[config.mk]
export PLATFORM = sky130hd
export DESIGN_NAME = crc16_frame_receiver_flat
export DESIGN_NICKNAME = d
export VERILOG_FILES = /design/src/hw/rtl/crcfr_pkg.sv /design/src/hw/rtl/crcfr_if.sv /design/src/hw/rtl/crc16_frame_receiver.sv /design/src/hw/rtl/crcfr_parse.sv /design/src/flat_wrapper.sv
export SDC_FILE = /design/constraint.sdc
export NUM_CORES = 1
export LEC_CHECK = 0
export BUFFER_PORTS_ARGS = -buffer_cell sky130_fd_sc_hd__buf_2
export CORE_UTILIZATION = 30
export CTS_CLUSTER_SIZE = 20
export DETAILED_ROUTE_END_ITERATION = 10
export SLEW_MARGIN = 20
export SYNTH_ARGS = -nofsm -noshare
export SYNTH_HDL_FRONTEND = slang
export SYNTH_HIERARCHICAL = 1
export SYNTH_SLANG_ARGS = --single-unit
[constraint.sdc]
create_clock -name clock -period 6.5 [get_ports clock]
set_input_delay 1.95 -clock clock [delete_from_list [all_inputs] [get_ports clock]]
set_output_delay 1.95 -clock clock [all_outputs]
set_load 0.01 [all_outputs]
[src/hw/rtl/crcfr_pkg.sv]
// ----------------------------------------------------------------------------
// crcfr_pkg: shared types, constants and CRC function
// Constants, status codes and the CRC16/Modbus byte update for the
// framed packet receiver.
// ----------------------------------------------------------------------------
`default_nettype none

package crcfr_pkg;

   localparam int unsigned IdxW   = 17;
   localparam int unsigned CsrIdxW = 1;

   localparam logic [IdxW-1:0] IDX_MAX   = {IdxW{1'b1}};
   localparam logic [IdxW-1:0] MIN_FRAME = IdxW'(8);

   // frame positions
   localparam logic [IdxW-1:0] POS_START   = IdxW'(0);
   localparam logic [IdxW-1:0] POS_SEQ     = IdxW'(1);
   localparam logic [IdxW-1:0] POS_CMD     = IdxW'(2);
   localparam logic [IdxW-1:0] POS_LEN_HI  = IdxW'(3);
   localparam logic [IdxW-1:0] POS_LEN_LO  = IdxW'(4);
   localparam logic [IdxW-1:0] POS_PAYLOAD = IdxW'(5);

   // register indexes
   localparam logic [CsrIdxW-1:0] CSR_START_BYTE = CsrIdxW'(0);
   localparam logic [CsrIdxW-1:0] CSR_END_BYTE   = CsrIdxW'(1);

   localparam logic [7:0] START_BYTE_RST = 8'hAA;
   localparam logic [7:0] END_BYTE_RST   = 8'h55;

   // status codes
   localparam logic [2:0] ST_OK        = 3'd0;
   localparam logic [2:0] ST_SHORT     = 3'd1;
   localparam logic [2:0] ST_BAD_START = 3'd2;
   localparam logic [2:0] ST_BAD_END   = 3'd3;
   localparam logic [2:0] ST_LEN_ERR   = 3'd4;
   localparam logic [2:0] ST_CRC_ERR   = 3'd5;

   localparam logic [15:0] CRC_INIT = 16'hFFFF;
   localparam logic [15:0] CRC_POLY = 16'hA001;

   typedef struct packed {
      logic        is_summary;
      logic [7:0]  payload_byte;
      logic [2:0]  status;
      logic [7:0]  seq_number;
      logic [7:0]  command;
      logic [15:0] payload_length;
   } rsp_payload_type;

   // reflected CRC16/Modbus update for one byte
   function automatic logic [15:0] crc_feed(input logic [15:0] crc, input logic [7:0] b);
      logic [15:0] c;
      c = crc ^ {8'h00, b};
      for (int k = 0; k < 8; k++) begin
         if (c[0]) begin
            c = (c >> 1) ^ CRC_POLY;
         end else begin
            c = c >> 1;
         end
      end
      return c;
   endfunction

endpackage

`default_nettype wire

[src/hw/rtl/crcfr_if.sv]
// ----------------------------------------------------------------------------
// crcfr_if: channel interfaces
// Valid/ready channels for received bytes, results and register writes.
// ----------------------------------------------------------------------------
`default_nettype none

interface crcfr_req_if;
   logic       valid;
   logic       ready;
   logic [7:0] rx_byte;
   logic       end_of_buffer;

   modport source (output valid, output rx_byte, output end_of_buffer, input ready);
   modport sink   (input valid, input rx_byte, input end_of_buffer, output ready);
endinterface

interface crcfr_rsp_if;
   logic        valid;
   logic        ready;
   logic        is_summary;
   logic [7:0]  payload_byte;
   logic [2:0]  status;
   logic [7:0]  seq_number;
   logic [7:0]  command;
   logic [15:0] payload_length;

   modport source (output valid, output is_summary, output payload_byte, output status,
                   output seq_number, output command, output payload_length, input ready);
   modport sink   (input valid, input is_summary, input payload_byte, input status,
                   input seq_number, input command, input payload_length, output ready);
endinterface

interface crcfr_csr_if;
   logic                          valid;
   logic                          ready;
   logic [crcfr_pkg::CsrIdxW-1:0] index;
   logic [7:0]                    wdata;

   modport source (output valid, output index, output wdata, input ready);
   modport sink   (input valid, input index, input wdata, output ready);
endinterface

`default_nettype wire

[src/hw/rtl/crc16_frame_receiver.sv]
// ----------------------------------------------------------------------------
// crc16_frame_receiver: framed packet receiver with CRC16/Modbus check
// Streams payload bytes out and reports one summary per received buffer.
// ----------------------------------------------------------------------------
// Usage:
//   req_ch  - one received byte per item; end_of_buffer marks the last byte.
//   rsp_ch  - one payload byte item per payload byte (not on the last byte),
//             and one summary item (status, seq, command, length) on the
//             last byte of every buffer. Other bytes give no item.
//   csr_ch  - register writes: index 0 start byte, index 1 end byte.
//             Always ready; write only while the block is idle.
// Timing:
//   Two register stages: input stage, then result register. A byte accepted
//   in the input stage moves into the result register when the result slot
//   is free. One byte per cycle sustained while rsp_ch is not held off; the
//   CRC byte update is one unrolled 8-bit step. The CRC trails the input by
//   three bytes (delay line), so the CRC and end bytes never enter the sum.
// Reset: clears both stages and all frame state; registers return to
//   0xAA / 0x55. After each summary the frame state rearms on its own.
// Stall: while rsp_ch is held off the result register holds and the input
//   stage keeps its byte; req_ch.ready drops only when both are full.
// ----------------------------------------------------------------------------
`default_nettype none

module crc16_frame_receiver (
   input  logic        clock,
   input  logic        reset,
   crcfr_req_if.sink   req_ch,
   crcfr_rsp_if.source rsp_ch,
   crcfr_csr_if.sink   csr_ch
);

   // configuration
   logic [7:0] start_byte_ff;
   logic [7:0] end_byte_ff;

   // input stage
   logic       s1_valid_ff, s1_valid_in;
   logic [7:0] s1_byte_ff;
   logic       s1_last_ff;

   // result register
   logic                       out_valid_ff, out_valid_in;
   crcfr_pkg::rsp_payload_type out_data_ff;

   logic                       req_fire;
   logic                       out_free;
   logic                       s1_adv;
   logic                       has_result;
   crcfr_pkg::rsp_payload_type result;

   assign csr_ch.ready = 1'b1;

   always_ff @(posedge clock) begin
      if (reset) begin
         start_byte_ff <= crcfr_pkg::START_BYTE_RST;
         end_byte_ff   <= crcfr_pkg::END_BYTE_RST;
      end else if (csr_ch.valid) begin
         case (csr_ch.index)
            crcfr_pkg::CSR_START_BYTE: start_byte_ff <= csr_ch.wdata;
            crcfr_pkg::CSR_END_BYTE:   end_byte_ff   <= csr_ch.wdata;
            default: ;
         endcase
      end
   end

   // handshake: the input stage moves on whenever the result slot is free
   assign out_free     = !out_valid_ff || rsp_ch.ready;
   assign s1_adv       = s1_valid_ff && out_free;
   assign req_ch.ready = !s1_valid_ff || out_free;
   assign req_fire     = req_ch.valid && req_ch.ready;

   assign s1_valid_in  = req_fire || (s1_valid_ff && !s1_adv);
   assign out_valid_in = out_free ? (s1_adv && has_result) : out_valid_ff;

   always_ff @(posedge clock) begin
      if (reset) begin
         s1_valid_ff  <= 1'b0;
         out_valid_ff <= 1'b0;
      end else begin
         s1_valid_ff  <= s1_valid_in;
         out_valid_ff <= out_valid_in;
      end
   end

   always_ff @(posedge clock) begin
      if (req_fire) begin
         s1_byte_ff <= req_ch.rx_byte;
         s1_last_ff <= req_ch.end_of_buffer;
      end
      if (s1_adv && has_result) begin
         out_data_ff <= result;
      end
   end

   crcfr_parse u_parse (
      .clock         (clock),
      .reset         (reset),
      .step          (s1_adv),
      .rx_byte       (s1_byte_ff),
      .end_of_buffer (s1_last_ff),
      .start_byte    (start_byte_ff),
      .end_byte      (end_byte_ff),
      .has_result    (has_result),
      .result        (result)
   );

   assign rsp_ch.valid          = out_valid_ff;
   assign rsp_ch.is_summary     = out_data_ff.is_summary;
   assign rsp_ch.payload_byte   = out_data_ff.payload_byte;
   assign rsp_ch.status         = out_data_ff.status;
   assign rsp_ch.seq_number     = out_data_ff.seq_number;
   assign rsp_ch.command        = out_data_ff.command;
   assign rsp_ch.payload_length = out_data_ff.payload_length;

endmodule

`default_nettype wire

[src/hw/rtl/crcfr_parse.sv]
// ----------------------------------------------------------------------------
// crcfr_parse: frame state and result logic
// Holds byte count, CRC, delay line and header fields; forms the result
// for the byte in the input stage.
// ----------------------------------------------------------------------------
`default_nettype none

module crcfr_parse (
   input  logic                        clock,
   input  logic                        reset,
   input  logic                        step,
   input  logic [7:0]                  rx_byte,
   input  logic                        end_of_buffer,
   input  logic [7:0]                  start_byte,
   input  logic [7:0]                  end_byte,
   output logic                        has_result,
   output crcfr_pkg::rsp_payload_type  result
);

   logic [crcfr_pkg::IdxW-1:0] idx_ff, idx_in;
   logic [15:0] crc_ff, crc_in;
   logic [7:0]  dl0_ff, dl1_ff, dl2_ff;
   logic [7:0]  first_ff, first_in;
   logic [7:0]  seq_ff, seq_in;
   logic [7:0]  cmd_ff, cmd_in;
   logic [15:0] len_ff, len_in;

   logic [crcfr_pkg::IdxW-1:0] idx_sat;
   logic [crcfr_pkg::IdxW-1:0] len_ext;
   logic [crcfr_pkg::IdxW-1:0] pay_off;
   logic                       payload_hit;
   logic [2:0]                 status;

   always_comb begin
      crc_in = (idx_ff >= crcfr_pkg::POS_LEN_LO) ? crcfr_pkg::crc_feed(crc_ff, dl2_ff) : crc_ff;
      first_in = first_ff;
      seq_in   = seq_ff;
      cmd_in   = cmd_ff;
      len_in   = len_ff;
      case (idx_ff)
         crcfr_pkg::POS_START:  first_in = rx_byte;
         crcfr_pkg::POS_SEQ:    seq_in   = rx_byte;
         crcfr_pkg::POS_CMD:    cmd_in   = rx_byte;
         crcfr_pkg::POS_LEN_HI: len_in   = {rx_byte, 8'h00};
         crcfr_pkg::POS_LEN_LO: len_in   = {len_ff[15:8], rx_byte};
         default: ;
      endcase
   end

   assign idx_sat = (idx_ff != crcfr_pkg::IDX_MAX) ? idx_ff + 1'b1 : idx_ff;
   assign idx_in  = idx_sat;
   assign len_ext = {1'b0, len_in};
   assign pay_off = idx_ff - crcfr_pkg::POS_PAYLOAD;
   assign payload_hit = (idx_ff >= crcfr_pkg::POS_PAYLOAD) && (pay_off < len_ext);

   // first failing check wins
   always_comb begin
      if (idx_sat < crcfr_pkg::MIN_FRAME) begin
         status = crcfr_pkg::ST_SHORT;
      end else if (first_in != start_byte) begin
         status = crcfr_pkg::ST_BAD_START;
      end else if (rx_byte != end_byte) begin
         status = crcfr_pkg::ST_BAD_END;
      end else if (idx_sat != len_ext + crcfr_pkg::MIN_FRAME) begin
         status = crcfr_pkg::ST_LEN_ERR;
      end else if (crc_in != {dl0_ff, dl1_ff}) begin
         status = crcfr_pkg::ST_CRC_ERR;
      end else begin
         status = crcfr_pkg::ST_OK;
      end
   end

   assign has_result = end_of_buffer || payload_hit;

   always_comb begin
      result = '0;
      if (end_of_buffer) begin
         result.is_summary     = 1'b1;
         result.status         = status;
         result.seq_number     = seq_in;
         result.command        = cmd_in;
         result.payload_length = len_in;
      end else begin
         result.payload_byte = rx_byte;
      end
   end

   always_ff @(posedge clock) begin
      if (reset || (step && end_of_buffer)) begin
         idx_ff   <= '0;
         crc_ff   <= crcfr_pkg::CRC_INIT;
         dl0_ff   <= '0;
         dl1_ff   <= '0;
         dl2_ff   <= '0;
         first_ff <= '0;
         seq_ff   <= '0;
         cmd_ff   <= '0;
         len_ff   <= '0;
      end else if (step) begin
         idx_ff   <= idx_in;
         crc_ff   <= crc_in;
         dl0_ff   <= rx_byte;
         dl1_ff   <= dl0_ff;
         dl2_ff   <= dl1_ff;
         first_ff <= first_in;
         seq_ff   <= seq_in;
         cmd_ff   <= cmd_in;
         len_ff   <= len_in;
      end
   end

endmodule

`default_nettype wire

[src/flat_wrapper.sv]
// flat-port wrapper written by rule: the top's interface ports become plain ports
module crc16_frame_receiver_flat 
  (clock, reset, req_ch_valid, req_ch_rx_byte, req_ch_end_of_buffer, req_ch_ready, rsp_ch_valid, rsp_ch_is_summary, rsp_ch_payload_byte, rsp_ch_status, rsp_ch_seq_number, rsp_ch_command, rsp_ch_payload_length, rsp_ch_ready, csr_ch_valid, csr_ch_index, csr_ch_wdata, csr_ch_ready);
  crcfr_req_if req_ch_i ();
  crcfr_rsp_if rsp_ch_i ();
  crcfr_csr_if csr_ch_i ();
  input  logic clock;
  input  logic reset;
  input wire logic [$bits(req_ch_i.valid)-1:0] req_ch_valid;
  input wire logic [$bits(req_ch_i.rx_byte)-1:0] req_ch_rx_byte;
  input wire logic [$bits(req_ch_i.end_of_buffer)-1:0] req_ch_end_of_buffer;
  output wire logic [$bits(req_ch_i.ready)-1:0] req_ch_ready;
  output wire logic [$bits(rsp_ch_i.valid)-1:0] rsp_ch_valid;
  output wire logic [$bits(rsp_ch_i.is_summary)-1:0] rsp_ch_is_summary;
  output wire logic [$bits(rsp_ch_i.payload_byte)-1:0] rsp_ch_payload_byte;
  output wire logic [$bits(rsp_ch_i.status)-1:0] rsp_ch_status;
  output wire logic [$bits(rsp_ch_i.seq_number)-1:0] rsp_ch_seq_number;
  output wire logic [$bits(rsp_ch_i.command)-1:0] rsp_ch_command;
  output wire logic [$bits(rsp_ch_i.payload_length)-1:0] rsp_ch_payload_length;
  input wire logic [$bits(rsp_ch_i.ready)-1:0] rsp_ch_ready;
  input wire logic [$bits(csr_ch_i.valid)-1:0] csr_ch_valid;
  input wire logic [$bits(csr_ch_i.index)-1:0] csr_ch_index;
  input wire logic [$bits(csr_ch_i.wdata)-1:0] csr_ch_wdata;
  output wire logic [$bits(csr_ch_i.ready)-1:0] csr_ch_ready;
  assign req_ch_i.valid = req_ch_valid;
  assign req_ch_i.rx_byte = req_ch_rx_byte;
  assign req_ch_i.end_of_buffer = req_ch_end_of_buffer;
  assign req_ch_ready = req_ch_i.ready;
  assign rsp_ch_valid = rsp_ch_i.valid;
  assign rsp_ch_is_summary = rsp_ch_i.is_summary;
  assign rsp_ch_payload_byte = rsp_ch_i.payload_byte;
  assign rsp_ch_status = rsp_ch_i.status;
  assign rsp_ch_seq_number = rsp_ch_i.seq_number;
  assign rsp_ch_command = rsp_ch_i.command;
  assign rsp_ch_payload_length = rsp_ch_i.payload_length;
  assign rsp_ch_i.ready = rsp_ch_ready;
  assign csr_ch_i.valid = csr_ch_valid;
  assign csr_ch_i.index = csr_ch_index;
  assign csr_ch_i.wdata = csr_ch_wdata;
  assign csr_ch_ready = csr_ch_i.ready;
  crc16_frame_receiver u_core (.clock(clock), .reset(reset), .req_ch(req_ch_i), .rsp_ch(rsp_ch_i), .csr_ch(csr_ch_i));
endmodule
==> impl_results.md, run 1 <==
* Status: finished, final reports clean
* Most common cell after layout, fill and taps aside: nor2_1
* Synth Net Count at 1,090
* Seq/Total Area, Yosys at 40.62%
* Tightest Pin Transition at 0.8827 ns
* Global-route wire length before repair at 41,380 µm
* Vias in the first global route at 7,374
* Fill count at 3,217
* Tmin final at 5.383 ns
* Final Hold Vio Count at 0
* Compound-Gate Fraction of Synth Area at 12.83%
* Hold Path Class: reg2reg
* Detailed Routing Iterations Pass 1 at 5
* WP buf/inv at 1
* Core area at 31,470 µm²
* Most used DFF post-synth: dfxtp_1
* Mapped Area at 9587 µm²
* Drt total wl at 26,410 µm
* Crit Path Class: reg2reg
* VDD IR max at 178.2 µV
* Critical path launch point: u_core/u_parse/idx_ff[9]$_SDFFE_PP0P_
* Area growth syn-to-layout at 12.16%
* CP startpoint kind: flop
* Starting Density at 30.46%
* Setup TNS at 0 ns
* CTS tree: yes
* Post-CTS sizing at 0
* CTS root buf: clkbuf_16
* Metal-1 WL at 12,310 µm
* Most frequent cells in the layout: nor2_1 (127), dfxtp_1 (115), nand2_1 (104)
* Fin crit share at 82.82%
* Via count at 7,769
* Clock slew at reported path FFs at 0.08 ns
* Flops & latches, synth at 168
* Synth async-reset ratio at 0%
* Die height at 180.8 µm
* Synth Area in Adders at 2.741%
* Final slew viol count at 0
* Static leakage at 4.118 nW
* CTS Sinks at 168
* Worst EP arrival at 5.53 ns
* Mean Syn Cell Area at 9.165 µm²
* Total gr overflow at 0
* Min-delay src: u_core/start_byte_ff[0]$_SDFFE_PP0P_
* Crit path required time at 6.64 ns
* Remaining DRCs at 0
* Slowest stage cell on the critical path: and4_1
* Final nets at 1,117
* Width of the chip at 180.8 µm
* Hold Buf Count CTS at 0
* Num rows at 65
* Overall Global Routing Usage at 16.32%
* Met3 WL at 1582 µm
* Tot Pwr at 2.354 mW
* Max Clock Freq at 185.8 MHz
* Mapped Cells at 1,046
* Largest net degree at the start of global routing at 54
* Slowest cell delay on critical path at 0.62 ns
* Share of layout cells above drive strength 1 at 13.81%
* Synth area leader: dfxtp_1
* Diodes inserted at 0
* RePlAce Congestion at 0.9158
* Top layer reached by signal wires: met5
* Port Buf Inserts at 68
* CP Max Fanout at 27
* Cell family with most CP delay: simple AND/OR/NAND/NOR gates
* Latest clock arrival within the worst-skew pair at 0.44 ns
* Antenna violations before repair at 0
* Clock Skew at 0.01178 ns
* YS warnings at 6
* Reg2reg start: u_core/u_parse/idx_ff[9]$_SDFFE_PP0P_
* Bufs on Longest Clock Path at 2
* Simple-Gate Fraction of Synth Area at 22.30%
* Vias/cell at 5.221
* Multiplexer share of the synthesized area at 7.713%
* CTS buffer count at 17
* Die area at 32,670 µm²
* PwrDens at 219.0 nW/µm²
* WL met2 at 11,900 µm
* Antenna viol nets, final at 0
* Largest family of logic cells by synthesized area: simple AND/OR/NAND/NOR gates
* Wirelength per Cell at 17.75 µm
* Post-synth EDFFs at 53
* Synth Area in XOR/XNOR at 9.293%
* Synth area leaders: dfxtp_1 (24%), edfxtp_1 (17%), mux2i_1 (7.1%)
* Worst setup EP type: flop
* CP most frequent cell: a21o_1
* # setup viols final at 0
* CP Cell Sequence: nor4_4 -> and4_1 -> nand3_4 -> mux2i_1 -> ha_1 -> a21o_1 -> a21o_1 -> a21oi_1 -> nor2b_1 -> o21ai_0 -> a21boi_0 -> nor4b_1 -> a21o_1 -> nand2_1 -> nor2b_4 -> buf_12
* Post-synthesis cell type count at 88
* Rel. slew slack at 40.70%
* # H-tree levels at 4
* Post-synth top area share at 24.01%
* DP HPWL at 18,760 µm
* Io pins at 70
* Initial DRC Count at 841
* Max cap viols at 0
* RSZ-0062 raised after global routing: false
* Post-CTS Setup Repair Bufs at 0
==> state kept, by name, summed over array words and instances, names as in the netlist <==
signal                        count
u_core/start_byte_ff              8
u_core/rsp_ch.payload_byte        8
u_core/u_parse/first_ff           8
u_core/rsp_ch.payload_length     16
u_core/u_parse/crc_ff            16
u_core/s1_last_ff                 1
u_core/u_parse/dl0_ff             8
u_core/s1_byte_ff                 8
u_core/u_parse/cmd_ff             8
u_core/rsp_ch.seq_number          8
u_core/end_byte_ff                8
u_core/u_parse/len_ff            16
u_core/rsp_ch.status              3
u_core/rsp_ch.is_summary          1
u_core/s1_valid_ff                1
u_core/u_parse/idx_ff            17
u_core/rsp_ch.valid               1
u_core/u_parse/dl2_ff             8
u_core/rsp_ch.command             8
u_core/u_parse/seq_ff             8
u_core/u_parse/dl1_ff             8
==> synth_stat cells, drive strengths merged (12+ instances only) <==
| cell type | n |
|---|---|
| mux2i | 70 |
| and2 | 12 |
| dfxtp | 115 |
| nor2b | 13 |
| buf | 30 |
| clkbuf | 44 |
| nand3 | 45 |
| nor4 | 14 |
| edfxtp | 53 |
| nor3 | 17 |
| nand4 | 15 |
| o21ai | 25 |
| a211oi | 21 |
| xnor2 | 62 |
| and3 | 22 |
| ha | 21 |
| nand2 | 107 |
| inv | 15 |
| a21oi | 53 |
| nor2 | 127 |
| o211ai | 12 |
| xor2 | 32 |
==> per-layer routing <==
layer | track usage (%) | vias up
met2 | 25.54 | 242
met4 | 5.675 | 2
li1 | - | 3789
met5 | 0.8889 | -
met3 | 3.810 | 40
met1 | 21.84 | 3696
==> cell type report <==
type                    instances  area (µm²)  area share (%)
clock buffers                  17       425.4           3.956
clock inverters                15       136.4           1.268
inverters                      16       60.06          0.5585
multi-input cells             788        5276           49.07
flip-flops and latches        168        3894           36.21
well taps                     402       503.0           4.678
repair buffers                 82       457.9           4.259
==> path summary, 6_finish.rpt <==
| kind | end | slack (ns) | depth (start not counted) |
|---|---|---|---|
| setup reg to reg | u_core/rsp_ch.payload_byte[0]$_DFFE_PP_ | 1.12 | 16 |
| hold / removal | u_core/start_byte_ff[0]$_SDFFE_PP0P_ | 0.48 | 2 |
| hold reg to reg | u_core/start_byte_ff[0]$_SDFFE_PP0P_ | 0.48 | 2 |
| setup / recovery | u_core/rsp_ch.payload_byte[0]$_DFFE_PP_ | 1.12 | 16 |
==> stage by stage <==
step	area (µm²)	setup slack, ns	hold WS, ns	utilization [%]	std cells
after floorplan	9587	0.9536	0.4539	-	1046
after global placement	10190	1.211	0.4663	32.38	1456
after detailed placement	10190	1.191	0.4705	32.38	1456
after CTS	10750	1.160	0.4829	34.16	1488
after global routing	10750	0.7531	0.4928	34.16	1488
final	10750	1.117	0.4811	34.16	1488
==> where the power goes <==
group / total, mW / switching [mW] / leakage [nW] / internal [mW]
Combinational: 0.231 / 0.141 / 2.42 / 0.0905
Sequential: 1.14 / 0.0269 / 1.42 / 1.11
Clock: 0.983 / 0.478 / 0.275 / 0.505
Total: 2.35 / 0.645 / 4.12 / 1.71
==> cell families (layout without fill, tap and decap cells) <==
| logic type | after synthesis | count (layout) |
|---|---|---|
| and+or+nand+nor | 418 | 418 |
| AOI/OAI and AO/OA | 179 | 179 |
| DFF | 168 | 168 |
| xor gates and xnor gates | 97 | 97 |
| buffers and inverters | 90 | 130 |
| muxes | 72 | 72 |
| adders and majority gates | 21 | 21 |
| other | 1 | 1 |
==> worst reg2reg max path: cells and delay by family (launching register included) <==
kind	cells	cell delay (ns)
AND/OR/NAND/NOR	7	2.49
AO/OA/AOI/OAI	6	0.91
multiplexers	1	0.58
flip-flops	1	0.48
adder cells (fa/ha/maj)	1	0.36
buffers and inverters	1	0.26
Note: power is estimated with default switching activity, not from simulation.
==> inputs of run 2 (changes only) <==
Clock period 6.5 ns to 4.85 ns, I/O delays scaled along.
==> impl_results.md, run 2 (same netlist as run 1, synthesis figures left out) <==
* Die height at 180.8 µm (unchanged)
* Most common cell after layout, fill and taps aside: nor2_1
* Wirelength per Cell at 18.42 µm (+3.8%)
* Port Buf Inserts at 68 (unchanged)
* CTS Sinks at 168 (unchanged)
* Core area at 31,470 µm² (unchanged)
* Tmin final at 4.533 ns (-0.8502 ns)
* Setup TNS at 0 ns (unchanged)
* Hold Path Class: reg2reg
* CTS buffer count at 17 (unchanged)
* Drt total wl at 27,870 µm (+5.5%)
* Status: finished, final reports clean
* Largest reg by FF count: u_core/u_parse/idx_ff
* Clock slew at reported path FFs at 0.06 ns (-0.02 ns)
* Crit path required time at 4.97 ns (-1.67 ns)
* CP startpoint kind: flop
* Placed insts at 1,481 (+1.7%)
* # setup viols final at 0 (unchanged)
* Num rows at 65 (unchanged)
* Max Clock Freq at 220.6 MHz (+19%)
* Die area at 32,670 µm² (unchanged)
* Worst EP arrival at 4.66 ns (-0.87 ns)
* Antenna violations before repair at 0 (unchanged)
* Vias in the first global route at 7,536 (+2.2%)
* Rel. slew slack at 41.95% (+1.3 points)
* Hold Buf Count CTS at 0 (unchanged)
* Final nets at 1,142 (+2.2%)
* Final slew viol count at 0 (unchanged)
* DP HPWL at 20,370 µm (+8.6%)
* CTS root buf: clkbuf_16
* Fin crit share at 93.47% (+11 points)
* Most frequent cells in the layout: nor2_1 (127), dfxtp_1 (115), nand2_1 (104)
* Static leakage at 4.245 nW (+3.1%)
* Overall Global Routing Usage at 17.16% (+0.84 points)
* CTS tree: yes
* Post-CTS sizing at 0 (unchanged)
* Starting Density at 30.46% (unchanged)
* Share of layout cells above drive strength 1 at 15.57% (+1.8 points)
* Post-CTS Setup Repair Bufs at 0 (unchanged)
* Remaining DRCs at 0 (unchanged)
* Largest register FFs at 17 (unchanged)
* Bufs on Longest Clock Path at 2 (unchanged)
* Area growth syn-to-layout at 14.41%
* Tot Pwr at 3.218 mW (+37%)
* Max cap viols at 0 (unchanged)
* Crit Path Class: reg2reg
* Antenna viol nets, final at 0 (unchanged)
* Non-filler instance count after layout at 1,513 (+1.7%)
* Diodes inserted at 0 (unchanged)
* Final Hold Vio Count at 0 (unchanged)
* Initial DRC Count at 683 (-19%)
* RePlAce Congestion at 0.9697 (+5.9%)
* Vias/cell at 5.250 (+0.56%)
* VDD IR max at 251.2 µV (+41%)
* RSZ-0062 raised after global routing: false
* Width of the chip at 180.8 µm (unchanged)
* CP Max Fanout at 32 (+19%)
* Io pins at 70 (unchanged)
* PwrDens at 293.4 nW/µm² (+34%)
* Global-route wire length before repair at 43,580 µm (+5.3%)
* Latest clock arrival within the worst-skew pair at 0.43 ns (about the same)
* Via count at 7,944 (+2.3%)
* # H-tree levels at 4 (unchanged)
* Clock Skew at 0.01212 ns (+0.0003385 ns)
* Total gr overflow at 0 (unchanged)
* Worst setup EP type: flop
* Detailed Routing Iterations Pass 1 at 5 (unchanged)
* Largest net degree at the start of global routing at 53 (-1.9%)
* Tightest Pin Transition at 0.8655 ns (-0.01726 ns)
[run 2: path summary, 6_finish.rpt]
path | slack, ns | startpoint | depth (start not counted) | endpoint
worst max register to register | 0.32 | u_core/u_parse/idx_ff[14]$_SDFFE_PP0P_ | 17 | u_core/rsp_ch.payload_length[4]$_DFFE_PP_
worst min register to register | 0.48 | u_core/start_byte_ff[4]$_SDFFE_PP0P_ | 2 | u_core/start_byte_ff[4]$_SDFFE_PP0P_
worst min-delay path | 0.48 | u_core/start_byte_ff[4]$_SDFFE_PP0P_ | 2 | u_core/start_byte_ff[4]$_SDFFE_PP0P_
worst max-delay path | 0.32 | u_core/u_parse/idx_ff[14]$_SDFFE_PP0P_ | 17 | u_core/rsp_ch.payload_length[4]$_DFFE_PP_
[run 2: cell type report]
| cell class | instances | area (µm²) |
|---|---|---|
| multi-input combinational | 788 | 5276 |
| tap | 402 | 503.0 |
| fill | 3179 | 20510 |
| timing repair buffer | 107 | 658.1 |
| sequential | 168 | 3894 |
| inverter | 16 | 60.06 |
| clock buffer | 19 | 432.9 |
| clock inverter | 13 | 143.9 |
[run 2: critical path: stages (launching register included)]
cell and delay, ns:
dfxtp_1 0.44, nor3_1 0.40, and4_1 0.54, buf_4 0.24, nand4_1 0.15, and2_1 0.22
ha_1 0.21, a21o_1 0.18, a21o_1 0.16, a21oi_1 0.16, nor2b_1 0.06, o21ai_0 0.14
a21boi_0 0.16, nor4b_1 0.48, a21o_1 0.19, nand2_1 0.10, nor2b_4 0.16, buf_12 0.21
[run 2: power by group]
group | switching [mW] | internal, mW | total [mW] | leakage [nW]
clock | 0.595 | 0.766 | 1.36 | 0.278
sequential | 0.0355 | 1.49 | 1.53 | 1.42
combinational | 0.200 | 0.129 | 0.329 | 2.55
[run 2: stage by stage]
| step | setup slack [ns] | hold slack [ns] | util (%) | area [µm²] |
|---|---|---|---|---|
| finish | 0.3168 | 0.4796 | 34.85 | 10970 |
| global route | 0.06450 | 0.5133 | 34.85 | 10970 |
| CTS | 0.3771 | 0.4851 | 34.85 | 10970 |
| detailed placement | 0.4018 | 0.4729 | 33.02 | 10390 |
| global placement | 0.4524 | 0.4697 | 33.02 | 10390 |
| floorplan | 0.1401 | 0.4539 | - | 9589 |
[run 2: layer usage]
| layer | vias up | routed length (µm) | GRT usage, % |
|---|---|---|---|
| met5 | - | 0 | 0 |
| met4 | 0 | 603 | 5.538 |
| met3 | 41 | 1417 | 2.802 |
| met2 | 245 | 13080 | 28.11 |
| met1 | 3821 | 12770 | 22.94 |
| li1 | 3837 | - | - |
==> inputs of run 3 (changes only) <==
Settings changed: ABC_AREA from default to 1, CELL_PAD_IN_SITES_DETAIL_PLACEMENT from default to 0, CELL_PAD_IN_SITES_GLOBAL_PLACEMENT from default to 1, PLACE_DENSITY_LB_ADDON from default to 0.1.
==> impl_results.md, run 3 <==
* Vias/cell at 4.734 (-9.8%)
* Post-CTS Setup Repair Bufs at 0 (unchanged)
* Synth area leaders: dfxtp_1 (24%), edfxtp_1 (17%), nand2_1 (12%)
* Die area at 32,380 µm² (-0.89%)
* Hold Path Class: reg2reg
* Rel. slew slack at 46.38% (+4.4 points)
* Starting Density at 30.74% (+0.28 points)
* CTS tree: yes
* Gr busiest metal: met2
* Met2 Track Usage GR at 29.39% (+1.3 points)
* Total gr overflow at 0 (unchanged)
* Static leakage at 4.766 nW (+12%)
* Die height at 180.0 µm (-0.45%)
* CTS Sinks at 168 (unchanged)
* Worst EP arrival at 4.39 ns (-0.27 ns)
* Switching pwr at 1.193 mW (+44%)
* Largest net degree at the start of global routing at 109 (+110%)
* Reg-to-Reg End: u_core/rsp_ch.payload_byte[1]$_DFFE_PP_
* Largest register FFs at 17 (unchanged)
* Failing checks: design-rule violations
* Synth async-reset ratio at 0% (unchanged)
* Final Hold Vio Count at 0 (unchanged)
* Max cap viols at 0 (unchanged)
* Fin crit share at 87.84% (-5.6 points)
* Post-synthesis cell type count at 52 (-41%)
* Vias in the first global route at 7,831 (+3.9%)
* Reg power frac at 43.3% (-4.2 points)
* Width of the chip at 180.0 µm (-0.45%)
* Wirelength per Cell at 16.57 µm (-10%)
* Status: finished, violations left
* PwrDens at 348.3 nW/µm² (+19%)
* Detailed Routing Iterations Pass 1 at 8 (+3)
* Diodes inserted at 0 (unchanged)
* Port Buf Inserts at 68 (unchanged)
* Clock Skew at 0.01326 ns (+0.001136 ns)
* Post-CTS sizing at 0 (unchanged)
* Antenna viol nets, final at 0 (unchanged)
* Most frequent cells after synthesis: nand2_1 (292), nor2_1 (145), inv_1 (136)
* Hold Buf Count CTS at 0 (unchanged)
* RSZ-0062 raised after global routing: false
* YS warnings at 6 (unchanged)
* Worst setup EP type: flop
* RePlAce Congestion at 0.8773 (-9.5%)
* Latest clock arrival within the worst-skew pair at 0.44 ns (about the same)
* Fin area at 10,730 µm² (-2.2%)
* # setup viols final at 0 (unchanged)
* Crit path required time at 4.98 ns (about the same)
* CTS buffer count at 17 (unchanged)
* VDD IR max at 231.8 µV (-7.7%)
* Post-synth EDFFs at 53 (unchanged)
* Comb power frac at 21.0% (+11 points)
* Final slew viol count at 0 (unchanged)
* Antenna violations before repair at 0 (unchanged)
* Overall Global Routing Usage at 18.13% (+0.97 points)
* DP HPWL at 21,210 µm (+4.1%)
* Bufs on Longest Clock Path at 2 (unchanged)
* Synth area leader: dfxtp_1
* Hold Slack at 0.4766 ns (-0.003055 ns)
* Global-route wire length before repair at 44,930 µm (+3.1%)
* Sw Ratio at 31.91% (+6.1 points)
* Reg2reg start: u_core/u_parse/idx_ff[0]$_SDFFE_PP0P_
* Met3 Usage GRT at 2.593% (-0.21 points)
* Most used DFF post-synth: dfxtp_1
* CP startpoint kind: flop
* Clock power share at 35.7% (-6.6 points)
* Clock slew at reported path FFs at 0.07 ns (about the same)
* Share of layout cells above drive strength 1 at 12.11% (-3.5 points)
* Remaining DRCs at 1 (+1)
* Worst hold stages at 2 (unchanged)
* # H-tree levels at 4 (unchanged)
* Most frequent cells in the layout: nand2_1 (292), nor2_1 (143), inv_1 (136)
* Flops & latches, synth at 168 (unchanged)
* Power Internal at 2.545 mW (+6.6%)
* Via count at 8,208 (+3.3%)
* Core area at 30,910 µm² (-1.8%)
* Mapped Area at 9500 µm² (-0.90%)
* Post-synth top area share at 24.23% (+0.22 points)
* Io pins at 70 (unchanged)
* Worst R2R Setup Slack at 0.59 ns (+0.27 ns)
* Placement Cell Area at 10,160 µm² (-2.2%)
* Final nets at 1,369 (+20%)
* Hold endpoint: u_core/u_parse/dl2_ff[6]$_SDFFE_PP0P_
* Max Clock Freq at 234.7 MHz (+6.4%)
* Crit Path Class: reg2reg
* Drt total wl at 28,730 µm (+3.1%)
* Most common cell after layout, fill and taps aside: nand2_1
* CTS root buf: clkbuf_16
* Min-delay src: u_core/u_parse/dl2_ff[6]$_SDFFE_PP0P_
* Largest reg by FF count: u_core/u_parse/idx_ff
* Seq/Total Area, Yosys at 40.99% (+0.37 points)
* Initial DRC Count at 462 (-32%)
* Num rows at 64 (-1.5%)
* Tmin final at 4.260 ns (-0.2729 ns)
* Count leader, synth: nand2_1
* Mapped Cells at 1,281 (+22%)
* Area growth syn-to-layout at 12.96%
* CP Max Fanout at 44 (+38%)
* Setup TNS at 0 ns (unchanged)
* Reg2Reg Depth at 21 (+4)
* Synth Net Count at 1,325 (+22%)
* Met1 usage at 24.57% (+1.6 points)
* Mean Syn Cell Area at 7.416 µm² (-19%)
* Tightest Pin Transition at 0.8024 ns (-0.06312 ns)
run 3: worst max-delay path, stage by stage, from the launching register on:
cell,delay (ns)
dfxtp_1,0.46
ha_1,0.32
inv_1,0.07
nor2_1,0.08
nand2_1,0.09
nor2_4,0.12
nand2_4,0.20
nand3_1,0.15
nand2_1,0.14
inv_1,0.13
ha_1,0.25
a21oi_1,0.16
o21a_1,0.15
o221ai_1,0.11
a41oi_1,0.23
o21ai_0,0.11
nand3_1,0.08
a21boi_0,0.08
o31ai_1,0.36
inv_1,0.16
nor3_4,0.22
buf_12,0.27
run 3: final cells by class:
class / count / area, µm²
fillers: 3371 / 20180
clock inverters: 11 / 112.6
inverters: 144 / 541.8
well taps: 396 / 495.5
clock buffers: 21 / 450.4
multi-input cells: 915 / 4798
repair buffers: 79 / 439.2
flip-flops and latches: 168 / 3894
run 3: how the worst max path moves through the flow:
stage	from	end	slack, ns
floorplan	u_core/u_parse/idx_ff[0]$_SDFFE_PP0P_	u_core/rsp_ch.command[0]$_DFFE_PP_	0.0005
global placement	u_core/u_parse/idx_ff[0]$_SDFFE_PP0P_	u_core/rsp_ch.payload_length[14]$_DFFE_PP_	0.71
detailed placement	u_core/u_parse/idx_ff[0]$_SDFFE_PP0P_	u_core/rsp_ch.payload_length[7]$_DFFE_PP_	0.64
CTS	u_core/u_parse/idx_ff[0]$_SDFFE_PP0P_	u_core/rsp_ch.payload_byte[2]$_DFFE_PP_	0.61
global route	u_core/u_parse/idx_ff[0]$_SDFFE_PP0P_	u_core/rsp_ch.payload_byte[1]$_DFFE_PP_	0.17
finish	u_core/u_parse/idx_ff[0]$_SDFFE_PP0P_	u_core/rsp_ch.payload_byte[1]$_DFFE_PP_	0.59
run 3: stage by stage:
stage                     instances  utilization (%)  power (mW)  setup WS [ns]
after CTS                      1734            34.71       3.799         0.6147
after global placement         1702            32.89       2.445         0.7061
after global routing           1734            34.72       3.950         0.1733
after floorplan                1281                -       2.206      0.0004938
after detailed placement       1702            32.89       2.445         0.6376
final                          1734            34.72       3.738         0.5897
run 3: metal layers:
metal / part of all wire (%) / up-vias
met3: 2.7 / 34
met5: 0 / -
met2: 46 / 131
li1: - / 4273
met1: 49 / 3770
met4: 1.9 / 0
run 3: cells by family after synthesis:
| family | synth area share [%] |
|---|---|
| fa+ha+maj | 2.766 |
| compound gates | 12.96 |
| flops | 40.99 |
| mux | 0.8429 |
| xor+xnor | 5.400 |
| other cells | 0.03947 |
| buf+inv | 8.732 |
| simple gates | 28.28 |
run 3: power by group through the flow:
stage               Clock [mW]  Sequential [mW]  Combinational [mW]
floorplan                    0             1.63               0.571
detailed placement           0             1.65               0.793
global placement             0             1.65               0.794
finish                    1.34             1.62               0.784
CTS                       1.38             1.62               0.797
global route              1.43             1.63               0.892
